[config.mk]
export PLATFORM = sky130hd
export DESIGN_NAME = midpoint_circle_rasterizer_core
export DESIGN_NICKNAME = d
export VERILOG_FILES = /design/src/rtl/core/mcr_pkg.sv /design/src/rtl/core/mcr_ctrl.sv /design/src/rtl/core/mcr_datapath.sv /design/src/rtl/core/midpoint_circle_rasterizer_core.sv
export SDC_FILE = /design/constraint.sdc
export NUM_CORES = 1
export LEC_CHECK = 0
export ABC_AREA = 1
export BUFFER_PORTS_ARGS = -buffer_cell sky130_fd_sc_hd__buf_4
export CAP_MARGIN = 20
export CORE_MARGIN = 2
export CORE_UTILIZATION = 50
export CTS_BUF_LIST = sky130_fd_sc_hd__clkbuf_16
export DETAILED_ROUTE_END_ITERATION = 6
export GPL_TIMING_DRIVEN = 0
export HOLD_SLACK_MARGIN = 0.06
export PLACE_DENSITY = 0.67
export SKIP_LAST_GASP = 1
export SLEW_MARGIN = 40
export SYNTH_ARGS = -nofsm -noshare
export SYNTH_HDL_FRONTEND = slang
export SYNTH_SLANG_ARGS = --single-unit
[constraint.sdc]
create_clock -name clock -period 22.4 [get_ports clock]
set_clock_uncertainty 0.2 [all_clocks]
set_input_delay 4.48 -clock clock [delete_from_list [all_inputs] [get_ports clock]]
set_output_delay 4.48 -clock clock [all_outputs]
set_load 0.03 [all_outputs]
[src/rtl/core/mcr_pkg.sv]
// mcr_pkg: shared types for the midpoint circle rasterizer
// controller state encoding and the command/status bundles between
// the controller and the datapath; no dependencies
`timescale 1ns / 1ps

package mcr_pkg;

   // controller states, one-hot
   typedef enum logic [6:0] {
      ST_IDLE = 7'b0000001,
      ST_SQ_A = 7'b0000010,
      ST_SQ_B = 7'b0000100,
      ST_ROOT = 7'b0001000,
      ST_INIT = 7'b0010000,
      ST_STEP = 7'b0100000,
      ST_EMIT = 7'b1000000
   } mcr_state_type;

   // index of one point within a group of eight
   localparam int PT_IDX_W = 3;
   localparam logic [PT_IDX_W-1:0] PT_IDX_LAST = 3'd7;

   // request kinds carried on the input tuser
   localparam logic MODE_START = 1'b0;
   localparam logic MODE_STEP  = 1'b1;

   // controller to datapath
   typedef struct packed {
      logic                capture;   // latch center and deltas of the endpoints
      logic                square_a;  // dx squared
      logic                square_b;  // add dy squared, arm the root unit
      logic                root_step; // one root bit
      logic                init;      // radius, offsets, decision
      logic                step;      // one midpoint iteration
      logic                emit;      // present point idx
      logic [PT_IDX_W-1:0] idx;
   } mcr_cmd_type;

   // datapath to controller
   typedef struct packed {
      logic root_last;  // final root iteration in progress
      logic r_zero;     // radius came out zero
      logic can_step;   // circle active and x < y
   } mcr_status_type;

endpackage

[src/rtl/core/mcr_ctrl.sv]
// mcr_ctrl: sequencing state machine of the rasterizer
// drives mcr_cmd_type commands, reads mcr_status_type; uses mcr_pkg
`timescale 1ns / 1ps

module mcr_ctrl (
   input  logic                    clock,
   input  logic                    reset,
   input  logic                    req_valid,
   input  logic                    req_mode,
   output logic                    req_ready,
   input  logic                    out_free,
   input  mcr_pkg::mcr_status_type status,
   output mcr_pkg::mcr_cmd_type    cmd
);

   mcr_pkg::mcr_state_type        state_ff, state_in;
   logic [mcr_pkg::PT_IDX_W-1:0]  idx_ff, idx_in;
   logic                          accept;

   assign req_ready = (state_ff == mcr_pkg::ST_IDLE);
   assign accept    = req_valid && req_ready;

   // next state and commands
   always_comb begin
      state_in      = state_ff;
      idx_in        = idx_ff;
      cmd           = '0;
      cmd.idx       = idx_ff;
      unique case (state_ff)
         mcr_pkg::ST_IDLE: begin
            if (accept) begin
               if (req_mode == mcr_pkg::MODE_START) begin
                  cmd.capture = 1'b1;
                  state_in    = mcr_pkg::ST_SQ_A;
               end else begin
                  state_in    = mcr_pkg::ST_STEP;
               end
            end
         end
         mcr_pkg::ST_SQ_A: begin
            cmd.square_a = 1'b1;
            state_in     = mcr_pkg::ST_SQ_B;
         end
         mcr_pkg::ST_SQ_B: begin
            cmd.square_b = 1'b1;
            state_in     = mcr_pkg::ST_ROOT;
         end
         mcr_pkg::ST_ROOT: begin
            cmd.root_step = 1'b1;
            if (status.root_last) begin
               state_in = mcr_pkg::ST_INIT;
            end
         end
         mcr_pkg::ST_INIT: begin
            cmd.init = 1'b1;
            idx_in   = '0;
            state_in = status.r_zero ? mcr_pkg::ST_IDLE : mcr_pkg::ST_EMIT;
         end
         mcr_pkg::ST_STEP: begin
            cmd.step = 1'b1;
            idx_in   = '0;
            state_in = status.can_step ? mcr_pkg::ST_EMIT : mcr_pkg::ST_IDLE;
         end
         mcr_pkg::ST_EMIT: begin
            if (out_free) begin
               cmd.emit = 1'b1;
               idx_in   = idx_ff + 1'b1;
               if (idx_ff == mcr_pkg::PT_IDX_LAST) begin
                  state_in = mcr_pkg::ST_IDLE;
               end
            end
         end
         default: begin
            state_in = mcr_pkg::ST_IDLE;
         end
      endcase
   end

   // state registers
   always_ff @(posedge clock) begin
      if (reset) begin
         state_ff <= mcr_pkg::ST_IDLE;
         idx_ff   <= '0;
      end else begin
         state_ff <= state_in;
         idx_ff   <= idx_in;
      end
   end

endmodule

[src/rtl/core/mcr_datapath.sv]
// mcr_datapath: endpoint capture, squaring, bit-serial square root,
// midpoint iteration state and point generation; uses mcr_pkg
`timescale 1ns / 1ps

module mcr_datapath #(
   parameter int COORD_BITS = 12
) (
   input  logic                         clock,
   input  logic                         reset,
   input  logic [COORD_BITS-1:0]        end_a_x,
   input  logic [COORD_BITS-1:0]        end_a_y,
   input  logic [COORD_BITS-1:0]        end_b_x,
   input  logic [COORD_BITS-1:0]        end_b_y,
   input  mcr_pkg::mcr_cmd_type         cmd,
   output mcr_pkg::mcr_status_type      status,
   output logic signed [COORD_BITS+1:0] point_x,
   output logic signed [COORD_BITS+1:0] point_y,
   output logic                         circle_done
);

   localparam int CB     = COORD_BITS;
   localparam int CEN_W  = CB + 1;
   localparam int DEC_W  = CB + 3;
   localparam int OUT_W  = CB + 2;
   localparam int PROD_W = 2 * CB;
   localparam int RAD_W  = 2 * CB + 2;
   localparam int ROOT_W = CB + 1;
   localparam int REM_W  = CB + 4;
   localparam int CNT_W  = $clog2(CB + 1);

   // circle state
   logic [CEN_W-1:0]  center_x_ff, center_y_ff;
   logic [CB-1:0]     offset_x_ff, offset_x_in;
   logic [CB-1:0]     offset_y_ff, offset_y_in;
   logic [DEC_W-1:0]  decision_ff, decision_in;
   logic              active_ff, active_in;
   logic              done_ff, done_in;

   // start arithmetic
   logic [CB-1:0]     dx_ff, dy_ff;
   logic [PROD_W-1:0] sq_a_ff;
   logic [RAD_W-1:0]  rad_ff;
   logic [REM_W-1:0]  rem_ff;
   logic [ROOT_W-1:0] root_ff;
   logic [CNT_W-1:0]  cnt_ff;

   logic [CB:0]       sum_x, sum_y;
   logic [CB-1:0]     mul_op;
   logic [PROD_W-1:0] prod;
   logic [REM_W-1:0]  rem_sh, trial;
   logic              fits;
   logic [ROOT_W:0]   r_sum;
   logic [ROOT_W-1:0] radius;
   logic [DEC_W-1:0]  x2, y2;
   logic [CB-1:0]     x_nx, y_nx;

   // shared multiplier: dx first, then dy
   assign mul_op = cmd.square_b ? dy_ff : dx_ff;
   assign prod   = mul_op * mul_op;

   // one root bit per cycle: bring in two radicand bits, try 4q+1
   assign rem_sh = {rem_ff[REM_W-3:0], rad_ff[RAD_W-1 -: 2]};
   assign trial  = REM_W'({root_ff, 2'b01});
   assign fits   = (rem_sh >= trial);

   assign sum_x  = {1'b0, end_a_x} + {1'b0, end_b_x};
   assign sum_y  = {1'b0, end_a_y} + {1'b0, end_b_y};

   // radius from the root, rounded half up
   assign r_sum  = {1'b0, root_ff} + (ROOT_W+1)'(1);
   assign radius = r_sum[ROOT_W:1];

   assign x2 = {2'b00, offset_x_ff, 1'b0};
   assign y2 = {2'b00, offset_y_ff, 1'b0};

   assign status.root_last = (cnt_ff == '0);
   assign status.r_zero    = (root_ff == '0);
   assign status.can_step  = active_ff && (offset_x_ff < offset_y_ff);

   // endpoint capture and start pipeline
   always_ff @(posedge clock) begin
      if (cmd.capture) begin
         dx_ff       <= (end_a_x > end_b_x) ? end_a_x - end_b_x : end_b_x - end_a_x;
         dy_ff       <= (end_a_y > end_b_y) ? end_a_y - end_b_y : end_b_y - end_a_y;
      end
      if (cmd.square_a) begin
         sq_a_ff <= prod;
      end
      if (cmd.square_b) begin
         rad_ff  <= RAD_W'({1'b0, sq_a_ff} + {1'b0, prod});
         rem_ff  <= '0;
         root_ff <= '0;
         cnt_ff  <= CNT_W'(CB);
      end else if (cmd.root_step) begin
         rad_ff  <= {rad_ff[RAD_W-3:0], 2'b00};
         rem_ff  <= fits ? rem_sh - trial : rem_sh;
         root_ff <= {root_ff[ROOT_W-2:0], fits};
         cnt_ff  <= cnt_ff - 1'b1;
      end
   end

   // circle center, taken on every start
   always_ff @(posedge clock) begin
      if (reset) begin
         center_x_ff <= '0;
         center_y_ff <= '0;
      end else if (cmd.capture) begin
         center_x_ff <= {1'b0, sum_x[CB:1]};
         center_y_ff <= {1'b0, sum_y[CB:1]};
      end
   end

   // midpoint iteration and circle setup
   always_comb begin
      offset_x_in = offset_x_ff;
      offset_y_in = offset_y_ff;
      decision_in = decision_ff;
      active_in   = active_ff;
      done_in     = done_ff;
      x_nx        = offset_x_ff + CB'(1);
      y_nx        = decision_ff[DEC_W-1] ? offset_y_ff : offset_y_ff - CB'(1);
      priority if (cmd.init) begin
         offset_x_in = '0;
         done_in     = 1'b0;
         if (status.r_zero) begin
            offset_y_in = '0;
            decision_in = '0;
            active_in   = 1'b0;
         end else begin
            offset_y_in = radius[CB-1:0];
            decision_in = DEC_W'(1) - DEC_W'(radius);
            active_in   = 1'b1;
         end
      end else if (cmd.step) begin
         if (status.can_step) begin
            if (decision_ff[DEC_W-1]) begin
               decision_in = decision_ff + x2 + DEC_W'(3);
            end else begin
               decision_in = decision_ff + x2 - y2 + DEC_W'(5);
            end
            offset_x_in = x_nx;
            offset_y_in = y_nx;
            active_in   = (x_nx < y_nx);
            done_in     = !(x_nx < y_nx);
         end else begin
            active_in = 1'b0;
         end
      end
   end

   always_ff @(posedge clock) begin
      if (reset) begin
         offset_x_ff <= '0;
         offset_y_ff <= '0;
         decision_ff <= '0;
         active_ff   <= 1'b0;
         done_ff     <= 1'b0;
      end else begin
         offset_x_ff <= offset_x_in;
         offset_y_ff <= offset_y_in;
         decision_ff <= decision_in;
         active_ff   <= active_in;
         done_ff     <= done_in;
      end
   end

   // point of the group: bit 2 swaps axes, bit 0 negates h, bit 1 negates v
   logic [OUT_W-1:0] cx_e, cy_e, h_e, v_e;

   assign cx_e = OUT_W'(center_x_ff);
   assign cy_e = OUT_W'(center_y_ff);
   assign h_e  = OUT_W'(cmd.idx[2] ? offset_y_ff : offset_x_ff);
   assign v_e  = OUT_W'(cmd.idx[2] ? offset_x_ff : offset_y_ff);

   assign point_x     = cmd.idx[0] ? cx_e - h_e : cx_e + h_e;
   assign point_y     = cmd.idx[1] ? cy_e - v_e : cy_e + v_e;
   assign circle_done = done_ff;

endmodule

[src/rtl/core/midpoint_circle_rasterizer_core.sv]
// a start squares the endpoint distance, takes its root bit by bit and
// sets up the circle, a step runs one midpoint iteration; either then
// gives one point per cycle while the sink takes them, eight per group
// (none for a zero radius or a circle that cannot step); the controller
// is back in idle as the eighth point is registered; synchronous reset
// (active high) clears control and circle state, the output register comes up empty
`timescale 1ns / 1ps

module midpoint_circle_rasterizer_core #(
   parameter int COORD_BITS = 12
) (
   input  logic clock,
   input  logic reset,
   input  logic req_tvalid,
   output logic req_tready,
   // end_a_x, end_a_y, end_b_x, end_b_y, zero pad
   input  logic [((4*COORD_BITS+7)/8)*8-1:0] req_tdata,
   // mode
   input  logic req_tuser,
   output logic rsp_tvalid,
   input  logic rsp_tready,
   // point_x, point_y, zero pad
   output logic [((2*(COORD_BITS+2)+7)/8)*8-1:0] rsp_tdata,
   // last_point
   output logic rsp_tlast,
   // circle_done
   output logic rsp_tuser
);

   localparam int CB    = COORD_BITS;
   localparam int OUT_W = CB + 2;
   localparam int RSP_W = ((2*OUT_W+7)/8)*8;

   mcr_pkg::mcr_cmd_type    cmd;
   mcr_pkg::mcr_status_type status;

   logic signed [OUT_W-1:0] point_x, point_y;
   logic                    circle_done;
   logic                    out_free;

   logic                    rsp_valid_ff, rsp_valid_in;
   logic [OUT_W-1:0]        px_ff, py_ff;
   logic                    last_ff, done_ff;

   assign out_free = !rsp_valid_ff || rsp_tready;

   mcr_ctrl u_ctrl (
      .clock     (clock),
      .reset     (reset),
      .req_valid (req_tvalid),
      .req_mode  (req_tuser),
      .req_ready (req_tready),
      .out_free  (out_free),
      .status    (status),
      .cmd       (cmd)
   );

   mcr_datapath #(
      .COORD_BITS (COORD_BITS)
   ) u_datapath (
      .clock       (clock),
      .reset       (reset),
      .end_a_x     (req_tdata[CB-1:0]),
      .end_a_y     (req_tdata[2*CB-1:CB]),
      .end_b_x     (req_tdata[3*CB-1:2*CB]),
      .end_b_y     (req_tdata[4*CB-1:3*CB]),
      .cmd         (cmd),
      .status      (status),
      .point_x     (point_x),
      .point_y     (point_y),
      .circle_done (circle_done)
   );

   // output word register
   always_comb begin
      rsp_valid_in = rsp_valid_ff;
      priority if (cmd.emit) begin
         rsp_valid_in = 1'b1;
      end else if (rsp_tready) begin
         rsp_valid_in = 1'b0;
      end
   end

   always_ff @(posedge clock) begin
      if (reset) begin
         rsp_valid_ff <= 1'b0;
      end else begin
         rsp_valid_ff <= rsp_valid_in;
      end
   end

   always_ff @(posedge clock) begin
      if (cmd.emit) begin
         px_ff   <= point_x;
         py_ff   <= point_y;
         last_ff <= (cmd.idx == mcr_pkg::PT_IDX_LAST);
         done_ff <= circle_done;
      end
   end

   assign rsp_tvalid = rsp_valid_ff;
   assign rsp_tdata  = RSP_W'({py_ff, px_ff});
   assign rsp_tlast  = last_ff;
   assign rsp_tuser  = done_ff;

endmodule

# Yosys cells after proc, flatten, opt, wreduce, memory -nomap -nowiden
# Cells that the tools add are included.
[op_classes]
add_sub_neg = 22
n_mul = 1
order_cmp = 5
eq_ne = 12
n_mux = 46
n_reduce_logical = 18
[ops]
columns = ["cell", "count"]
rows = [
  ["2-to-1 mux 12 bit", 10],
  ["2-to-1 mux 15 bit", 5],
  ["2-to-1 mux 26 bit", 2],
  ["one-hot mux 7 bit (7 select lines)", 1],
  ["subtractor 12 bit", 4],
  ["2-to-1 mux 14 bit", 3],
  ["2-to-1 mux 7 bit", 6],
  ["adder 12 x 14 -> 14 bit", 2],
  ["subtractor 12 x 14 -> 14 bit", 2],
  ["adder 12 x 12 -> 13 bit", 2],
  ["adder 24 x 24 -> 25 bit", 1],
  ["> comparator 12 bit", 2],
  ["< comparator 12 bit", 2],
  ["multiplier 12 x 12 -> 24 bit", 1],
  [">= comparator 16 x 15 -> 1 bit", 1],
  ["2-to-1 mux 1 bit", 16],
  ["adder 15 x 13 -> 15 bit", 1],
  ["adder 15 x 2 -> 15 bit, second input constant", 1],
  ["adder 15 x 3 -> 15 bit, second input constant", 1],
  ["subtractor 15 x 13 -> 15 bit", 1],
  ["adder 13 x 1 -> 14 bit, second input constant", 1],
  ["subtractor 1 x 13 -> 14 bit, first input constant", 1],
  ["subtractor 14 bit", 1],
  ["logical NOT 13 bit", 1],
  ["24 further kinds", 36],
]
[totals]
ff_bits = 211
in_bits = 53
elab_cells = 125

# Logic depth before layout (Yosys ltp)
# Gate-level depths: netlist (run 1).
[logic_depth]
depth_word = 7
depth_mapped = 42

# Cells and area by module
# A second synthesis (run 1) with hierarchy kept.
[unflattened]
cells_unflattened = 3047
hier_area_um2 = 22415.2
[by_module_without_submodules]
columns = ["module", "instances", "cells_each", "area_each_um2", "seq_area_each_um2"]
rows = [
  ["mcr_datapath", 1, 2915, 20768.7, 4113.9],
  ["midpoint_circle_rasterizer_core", 1, 41, 983.4, 920.9],
  ["mcr_ctrl", 1, 91, 663.1, 200.2],
]

# Worst setup path after synthesis (run 1)
# No wires, ideal clock.
[synth_timing]
path_kind = "reg2reg"
start = "register u_ctrl.state_ff[4]"
end = "register u_datapath.rad_ff[22] (data pin)"
setup_time_ns = 0.254
t_arrival_ns = 6.786
required_ns = 21.946
slack_ns = 15.160
stages_incl_launch_ff = 41
period_less_slack_ns = 7.240
path_cell_list = "dfxtp_1 > nor2_1 > nand2_2 > inv_2 > nand4_1 > buf_2 > buf_4 > nand2_1 > o21ai_1 > inv_1 > buf_2 > nor2_1 > fa_1 > fa_1 > inv_1 > fa_1 > inv_1 > fa_1 > (+5 left out) > o21ai_0 > a21oi_1 > o21ai_0 > nand3_1 > nand2_1 > nand2_1 > nand2_1 > nand2_1 > nand2_1 > xor2_1 > ha_1 > a21oi_1 > nor2_1 > a211oi_1 > o21ai_1 > or2_2 > nand3_1 > nand2_1"
[synth_between]
elab_chain_len = 6
[synth_lines]
columns = ["element", "line", "text"]
rows = [
  ["start: declaration", "mcr_ctrl.sv:16", "mcr_pkg::mcr_state_type state_ff, state_in;"],
  ["start signal: assignment", "mcr_ctrl.sv:82", "state_ff <= mcr_pkg::ST_IDLE;"],
  ["start signal: assignment", "mcr_ctrl.sv:85", "state_ff <= state_in;"],
  ["equality test 7 x 3 -> 1 bit", "mcr_ctrl.sv:29", "unique case (state_ff)"],
  ["2-to-1 mux 1 bit", "mcr_ctrl.sv:29", ""],
  ["2-to-1 mux 12 bit", "mcr_datapath.sv:58", "assign mul_op = cmd.square_b ? dy_ff : dx_ff;"],
  ["multiplier 12 x 12 -> 24 bit", "mcr_datapath.sv:59", "assign prod = mul_op * mul_op;"],
  ["named net u_datapath.prod[19]", "mcr_datapath.sv:49", "logic [PROD_W-1:0] prod;"],
  ["adder 24 x 24 -> 25 bit", "mcr_datapath.sv:90", "rad_ff <= RAD_W'({1'b0, sq_a_ff} + {1'b0, prod});"],
  ["2-to-1 mux 26 bit", "mcr_datapath.sv:89", "if (cmd.square_b) begin"],
  ["end signal: assignment", "mcr_datapath.sv:90", ""],
  ["end signal: assignment", "mcr_datapath.sv:95", "rad_ff <= {rad_ff[RAD_W-3:0], 2'b00};"],
  ["end: declaration", "mcr_datapath.sv:42", "logic [RAD_W-1:0] rad_ff;"],
]
# The timed path passes the listed nets, and every way through them passes these cells.
# A chain may end at the register's enable or synchronous reset.

# Worst setup path in the final report (run 1)
# Same ends and word-level chain as after synthesis.

==> impl_metrics.csv, run 1 <==
group,metric,value,unit
status,status,"complete, no violations",
setup_path,cp_slowest_cell,"fa_1",
logic_synthesis,synth_edf_count,103,
cells_and_area,final_util,0.558,
logic_synthesis,synth_top_cell_by_area,"ha_1",
routing,vias_per_cell,5.44,
place,gp_congestion,0.945,
global_routing,antenna_found_initial,0,
sta,worst_pin_slew,0.823,ns
sta,clock.fmax,119,MHz
setup_path,max_stage_delay,0.59,ns
clock_tree,cts_tree,"done",
pwr,power_per_cell_area,145,nW/um2
global_routing,first_global_vias,20500,
routing,drt_iter0_markers,1535,
global_routing,groute.usage.overall,0.265,
sta,period_share,0.375,
logic_synthesis,ys.flop_type,"dfxtp_1",
sta,tns,0,ns
cells_and_area,nNetsFinal,3601,
routing,routedWlPerCell,16.4,um
clock_tree,cts-htree-levels,1,
place,dp.cells,3739,
sta,layout_setup_ws,14.01,ns
sta,final_hold_viol_count,0,
logic_synthesis,ys_warn_count,0,
logic_synthesis,netlist.area_leader.share,0.155,
clock_tree,cts_sinks,210,
setup_path,critical_path_arrival,8.49,ns
setup_path,worstSetupStartpointType,"flop",
run,drv_cap,0,
pwr,p_leak,0.0126,uW
logic_synthesis,ys_ff_latch,210,
floorplanning,dieWidth,216,um
routing,first_pass_iters,7,
routing,vias,20600,
worst_hold_path,hold_class,"reg2reg",
logic_synthesis,ys_seq_area_frac,0.233,
floorplanning,initial_core_util,0.507,
clock_tree,cts-root-buf,"clkbuf_16",
clock_tree,cts_hold_buf,0,
sta,rsz0062_at_grt,"false",
setup_path,critPathKind,"reg2reg",
logic_synthesis,yosys-top-cells-area,"ha_1, edfxtp_1, dfxtp_1",
routing,antenna_left,0,
logic_synthesis,synth_cells,3060,
place,dp_slack,13.99,ns
global_routing,grt_max_degree,36,
setup_path,crit_path_end_kind,"flop",
clock_tree,clock_latency,0.55,ns
floorplanning,die-area,46700,um2
cells_and_area,drive_gt1_frac,0.0770,
logic_synthesis,netlist_area,22500,um2
clock_tree,clk_path_buf_depth,3,
place,io_buffers,83,
setup_path,cp.required,22.50,ns
clock_tree,cts_buffers,26,
logic_synthesis,ys_types,65,
place,place_hpwl,50900,um
floorplanning,core-area,44300,um2
cells_and_area,antenna_cells,0,
setup_path,crit_fanout,10,
global_routing,grt_pass1_wl,102000,um
logic_synthesis,synth_area_per_cell,7.35,um2
sta,setup_viol,0,
clock_tree,cts_resized,0,
clock_tree,cts_setup_buffers,0,
pwr,ir_worst_vdd,219,uV
cells_and_area,finalNonFillerCells,3787,
global_routing,grt-ovfl-total,0,
sta,slew_headroom,0.446,
logic_synthesis,synthArstFlopShare,0,
setup_path,crit_top_cell,"nand2_1",
clock_tree,clk_pin_slew,0.06,ns
floorplanning,die_h,216,um
floorplanning,fp-row-count,77,
pwr,p_total,3580,uW
cells_and_area,areaGrowthSynthToFinish,9.97,%
routing,drc_errors,0,
sta,min_period,8.39,ns
sta,drv_slew,0,
routing,drt-total-wl,62000,um
cells_and_area,fill_cells,4363,
floorplanning,boundaryPins,89,
## sequential cells by signal, summed over array words and instances, names as in the netlist
name,count
u_datapath.rad_ff,26
u_datapath.sq_a_ff,23
u_datapath.decision_ff,15
px_ff,14
py_ff,14
u_datapath.rem_ff,14
u_datapath.root_ff,13
u_datapath.center_x_ff,12
u_datapath.center_y_ff,12
u_datapath.dx_ff,12
u_datapath.dy_ff,12
u_datapath.offset_x_ff,12
u_datapath.offset_y_ff,12
u_ctrl.state_ff,7
u_datapath.cnt_ff,4
u_ctrl.idx_ff,3
rsp_tlast,1
rsp_tuser,1
rsp_tvalid,1
u_datapath.active_ff,1
u_datapath.circle_done,1
## cell usage in the layout, fill, tap and decap left out, types with 13 or more instances in the layout
| cell | n |
|---|---|
| o21ai_0 | 204 |
| buf_4 | 96 |
| a31oi_1 | 20 |
| fa_1 | 94 |
| nor3_1 | 36 |
| a21oi_1 | 252 |
| o211ai_1 | 19 |
| edfxtp_1 | 103 |
| xor2_1 | 110 |
| a21o_1 | 14 |
| buf_2 | 25 |
| or2_2 | 13 |
| o31ai_1 | 13 |
| clkbuf_1 | 40 |
| xnor2_1 | 21 |
| o22ai_1 | 16 |
| inv_2 | 26 |
| nand3_1 | 134 |
| clkbuf_16 | 27 |
| o21ai_1 | 27 |
| o21bai_1 | 13 |
| nand2_1 | 554 |
| nor2_1 | 234 |
| ha_1 | 279 |
| inv_1 | 536 |
| nand4_1 | 41 |
| dfxtp_1 | 107 |
## kinds of logic (layout without fill, tap and decap cells)
family,after synthesis,count (layout),share of synthesized area
and+or+nand+nor,1062,1062,0.202
DFF,210,210,0.233
xor gates and xnor gates,134,134,0.0532
adders and majority gates,373,373,0.239
buffers and inverters,637,769,0.110
other,1,4,0.000167
AOI/OAI and AO/OA,633,633,0.158
muxes,10,10,0.00462
## metal layers
layer,global-route usage,share of wire
met2,0.467,0.48
met5,0,0
met3,0.0265,0.044
met4,0.0689,0.024
met1,0.347,0.45
## per-stage QoR
step,hold WS (ns),area (um2)
after floorplan,0.209,22500
after global placement,0.260,23900
after detailed placement,0.267,23900
after CTS,0.281,24700
after global routing,0.313,24700
final,0.280,24700
## synthesized netlist by cell type (all sizes together), types with 2 or more instances
| cell type | count |
|---|---|
| xor2 | 113 |
| nor3 | 39 |
| nand3 | 135 |
| o21ai | 235 |
| o211a | 2 |
| nor2b | 2 |
| nor3b | 2 |
| a31o | 3 |
| a21boi | 7 |
| o211ai | 19 |
| inv | 553 |
| a221oi | 5 |
| o2111ai | 3 |
| xnor2 | 21 |
| mux2 | 3 |
| o21a | 6 |
| mux2i | 7 |
| o31ai | 13 |
| nand3b | 6 |
| o221ai | 6 |
| clkbuf | 40 |
| a21o | 14 |
| o21bai | 14 |
| buf | 42 |
| ha | 279 |
| o22ai | 16 |
| clkinv | 2 |
| nand4 | 42 |
| a31oi | 20 |
| a21oi | 254 |
| or2 | 14 |
| nor2 | 248 |
| nand2 | 563 |
| nor4 | 8 |
| o311ai | 2 |
| dfxtp | 107 |
| a211oi | 13 |
| edfxtp | 103 |
| fa | 94 |
## cell type report
class / count / area, um2 / area share
buffer: 82 / 395 / 0.0160
clock buffer: 27 / 676 / 0.0273
clock inverter: 21 / 155 / 0.00627
inverter: 555 / 2080 / 0.0843
multi-input combinational: 2216 / 14800 / 0.598
sequential: 210 / 5240 / 0.212
tap: 592 / 741 / 0.0300
timing repair buffer: 84 / 651 / 0.0263
## worst paths after layout
check / from / endpoint / slack (ns) / cells past startpoint
hold / removal: u_datapath.cnt_ff[0]$_SDFFE_PP0P_ / u_datapath.cnt_ff[0]$_SDFFE_PP0P_ / 0.28 / 1
setup / recovery: u_ctrl.state_ff[4]$_SDFFE_PP0P_ / u_datapath.rad_ff[22]$_DFFE_PP_ / 14.01 / 37
setup reg to reg: u_ctrl.state_ff[4]$_SDFFE_PP0P_ / u_datapath.rad_ff[22]$_DFFE_PP_ / 14.01 / 37
hold reg to reg: u_datapath.cnt_ff[0]$_SDFFE_PP0P_ / u_datapath.cnt_ff[0]$_SDFFE_PP0P_ / 0.28 / 1
## where the power goes
| group | internal (uW) | switching (uW) |
|---|---|---|
| logic | 992 | 1670 |
| clock network | 233 | 175 |
| registers | 489 | 22.2 |
## worst max-delay path, delay by kind of cell, from the launching register on
family,cells,cell delay (ns)
flops,1,0.33
xor+xnor,1,0.25
simple gates,15,1.72
compound gates,5,1.12
fa+ha+maj,7,3.43
buf+inv,9,1.11
Power figures use the tool's default switching activity.
==> run 2, diff against run 1 <==
- ABC_AREA: 1 -> 0
- PLACE_DENSITY: 0.67 -> 0.69
- clock period: 22.4 -> 7 ns (I/O delays scaled with it)
==> impl_metrics.csv, run 2 <==
group,metric,value,unit
status,status,"complete, but fails checks",
status,violations,"negative setup slack",
global_routing,groute.usage.overall,0.252,
global_routing,grt_pass1_wl,89900,um
cells_and_area,final_common_cell,"inv_1",
routing,antenna_left,0,
logic_synthesis,synth_cells,2450,
clock_tree,cts_buffers,27,
cells_and_area,final_cell_mix,"inv_1, ha_1, nor2_1",
sta,layout_setup_ws,-0.920,ns
sta,tns,-6.11,ns
setup_path,cp-startpoint,"u_ctrl.state_ff[6]$_SDFFE_PP0P_",
cells_and_area,nNetsFinal,3067,
cells_and_area,antenna_cells,0,
global_routing,grt_max_degree,37,
worst_hold_path,hold_class,"reg2reg",
setup_path,crit_fanout,4,
clock_tree,cts_sinks,210,
cells_and_area,areaGrowthSynthToFinish,17.6,%
floorplanning,initial_core_util,0.504,
routing,first_pass_iters,5,
setup_path,crit_path_end,"u_datapath.rad_ff[23]$_DFFE_PP_",
floorplanning,fp-row-count,75,
floorplanning,boundaryPins,89,
setup_path,crit_path_end_kind,"flop",
sta,worst_pin_slew,0.843,ns
clock_tree,clock_latency,0.55,ns
logic_synthesis,netlist_area,21100,um2
routing,vias,17800,
logic_synthesis,yosys-top-cells-area,"ha_1, edfxtp_1, dfxtp_1",
sta,slew_headroom,0.438,
logic_synthesis,synthArstFlopShare,0,
logic_synthesis,ys_seq_area_frac,0.249,
setup_path,critPathKind,"reg2reg",
floorplanning,die_h,209,um
place,io_buffers,84,
routing,drt_iter0_markers,954,
setup_path,cp_slowest_cell,"fa_2",
floorplanning,core-area,41800,um2
logic_synthesis,netlist_top_cells_count,"inv_1, ha_1, nor2_1",
setup_path,reg2reg_from,"u_ctrl.state_ff[6]$_SDFFE_PP0P_",
clock_tree,clk_pin_slew,0.06,ns
sta,final_hold_viol_count,0,
setup_path,r2r_setup_slack,-0.92,ns
setup_path,worst_r2r_path_depth,31,
sta,rsz0062_at_grt,"true",
routing,drt-total-wl,55500,um
logic_synthesis,ys_ff_latch,210,
cells_and_area,regMostFlops,"u_datapath.rad_ff",
logic_synthesis,ys.flop_type,"dfxtp_1",
floorplanning,die-area,43800,um2
sta,min_period,7.92,ns
setup_path,crit_top_cell,"fa_1",
routing,vias_per_cell,5.58,
cells_and_area,drive_gt1_frac,0.146,
logic_synthesis,netlist.area_leader.share,0.166,
setup_path,worstSetupStartpointType,"flop",
sta,clock.fmax,126,MHz
global_routing,grt-ovfl-total,0,
setup_path,r2r_end,"u_datapath.rad_ff[23]$_DFFE_PP_",
clock_tree,cts-htree-levels,1,
setup_path,critical_path_arrival,8.14,ns
sta,period_share,1.13,
clock_tree,cts-root-buf,"clkbuf_16",
logic_synthesis,synth_edf_count,103,
sta,drv_slew,0,
run,drv_cap,0,
cells_and_area,largestRegisters,"u_datapath.rad_ff: 26 flops, u_datapath.sq_a_ff: 23 flops, u_datapath.decision_ff: 15 flops",
floorplanning,dieWidth,209,um
setup_path,max_stage_delay,0.59,ns
clock_tree,cts_hold_buf,0,
cells_and_area,largest_reg_flops,26,
logic_synthesis,yosysMostFrequentCell,"inv_1",
sta,setup_viol,10,
routing,routedWlPerCell,17.3,um
global_routing,antenna_found_initial,0,
clock_tree,cts_tree,"done",
logic_synthesis,ys_types,80,
global_routing,first_global_vias,18100,
place,gp_congestion,0.931,
logic_synthesis,ys_warn_count,0,
routing,drc_errors,0,
clock_tree,clk_path_buf_depth,3,
place,place_hpwl,43000,um
setup_path,cp.required,7.22,ns
logic_synthesis,synth_top_cell_by_area,"ha_1",
logic_synthesis,synth_area_per_cell,8.60,um2
-- run 2: kinds of logic (layout without fill, tap and decap cells) --
| family | count (synthesis) | after routing | share of synthesized area |
|---|---|---|---|
| adders and majority gates | 373 | 373 | 0.255 |
| AOI/OAI and AO/OA | 561 | 561 | 0.171 |
| other | 1 | 4 | 0.000178 |
| muxes | 67 | 67 | 0.0323 |
| DFF | 210 | 210 | 0.249 |
| and+or+nand+nor | 645 | 645 | 0.140 |
| buffers and inverters | 402 | 610 | 0.0735 |
| xor gates and xnor gates | 191 | 191 | 0.0794 |
-- run 2: metrics by stage --
step                      std cells   util  cell area, um2  worst slack (ns)  hold WS, ns
after detailed placement       3078  0.544           22700             -1.59        0.272
after floorplan                2453      -           21400            -0.693        0.209
after global routing           3200  0.593           24800             -1.20        0.294
after CTS                      3187  0.585           24400            -0.824        0.287
after global placement         3076  0.543           22700             -1.54        0.275
final                          3200  0.593           24800            -0.920        0.278
-- run 2: what timing repair did --
action / CTS / global route
setup endpoints to repair: 15 / 13
gates cloned: 1 / 0
pin swaps: 46 / 26
resized for setup: 87 / 57
setup buffers: 59 / 15
-- run 2: worst min path at each step --
stage                                         from             endpoint  slack (ns)  cells after the start
6_report       u_datapath.circle_done$_SDFFE_PP0P_  rsp_tuser$_DFFE_PP_        0.28                      0
4_1_cts        u_datapath.circle_done$_SDFFE_PP0P_  rsp_tuser$_DFFE_PP_        0.29                      0
5_1_grt        u_datapath.circle_done$_SDFFE_PP0P_  rsp_tuser$_DFFE_PP_        0.29                      0
2_1_floorplan  u_datapath.circle_done$_SDFFE_PP0P_  rsp_tuser$_DFFE_PP_        0.21                      0
3_5_place_dp   u_datapath.circle_done$_SDFFE_PP0P_  rsp_tuser$_DFFE_PP_        0.27                      0
3_3_place_gp   u_datapath.circle_done$_SDFFE_PP0P_  rsp_tuser$_DFFE_PP_        0.27                      0
-- run 2: critical path: cells and delay by family, from the launching register on --
kind | cells | cell delay, ns
DFF | 1 | 0.35
xor gates and xnor gates | 1 | 0.19
buffers and inverters | 6 | 0.56
and+or+nand+nor | 12 | 2.77
AOI/OAI and AO/OA | 5 | 0.63
adders and majority gates | 7 | 3.07
-- run 2: final cells by class --
type,count,area (um2)
tap,539,674
sequential,210,5240
inverter,318,1240
multi-input combinational,1841,15000
fill,3577,17000
clock buffer,27,676
buffer,84,418
clock inverter,22,154
timing repair buffer,159,1310
-- run 2: routing by layer --
layer	GRT usage	wire (um)	vias up	part of all wire
met1	0.326	24700	8567	0.45
met4	0.0581	1300	0	0.023
met3	0.0383	2850	97	0.051
li1	-	-	8743	-
met2	0.444	26600	439	0.48
met5	0	0	-	0
Power of run 2 is left out: the tool's default activity adds up to more than one toggle a clock period on the data nets, which glitch-free logic cannot reach.
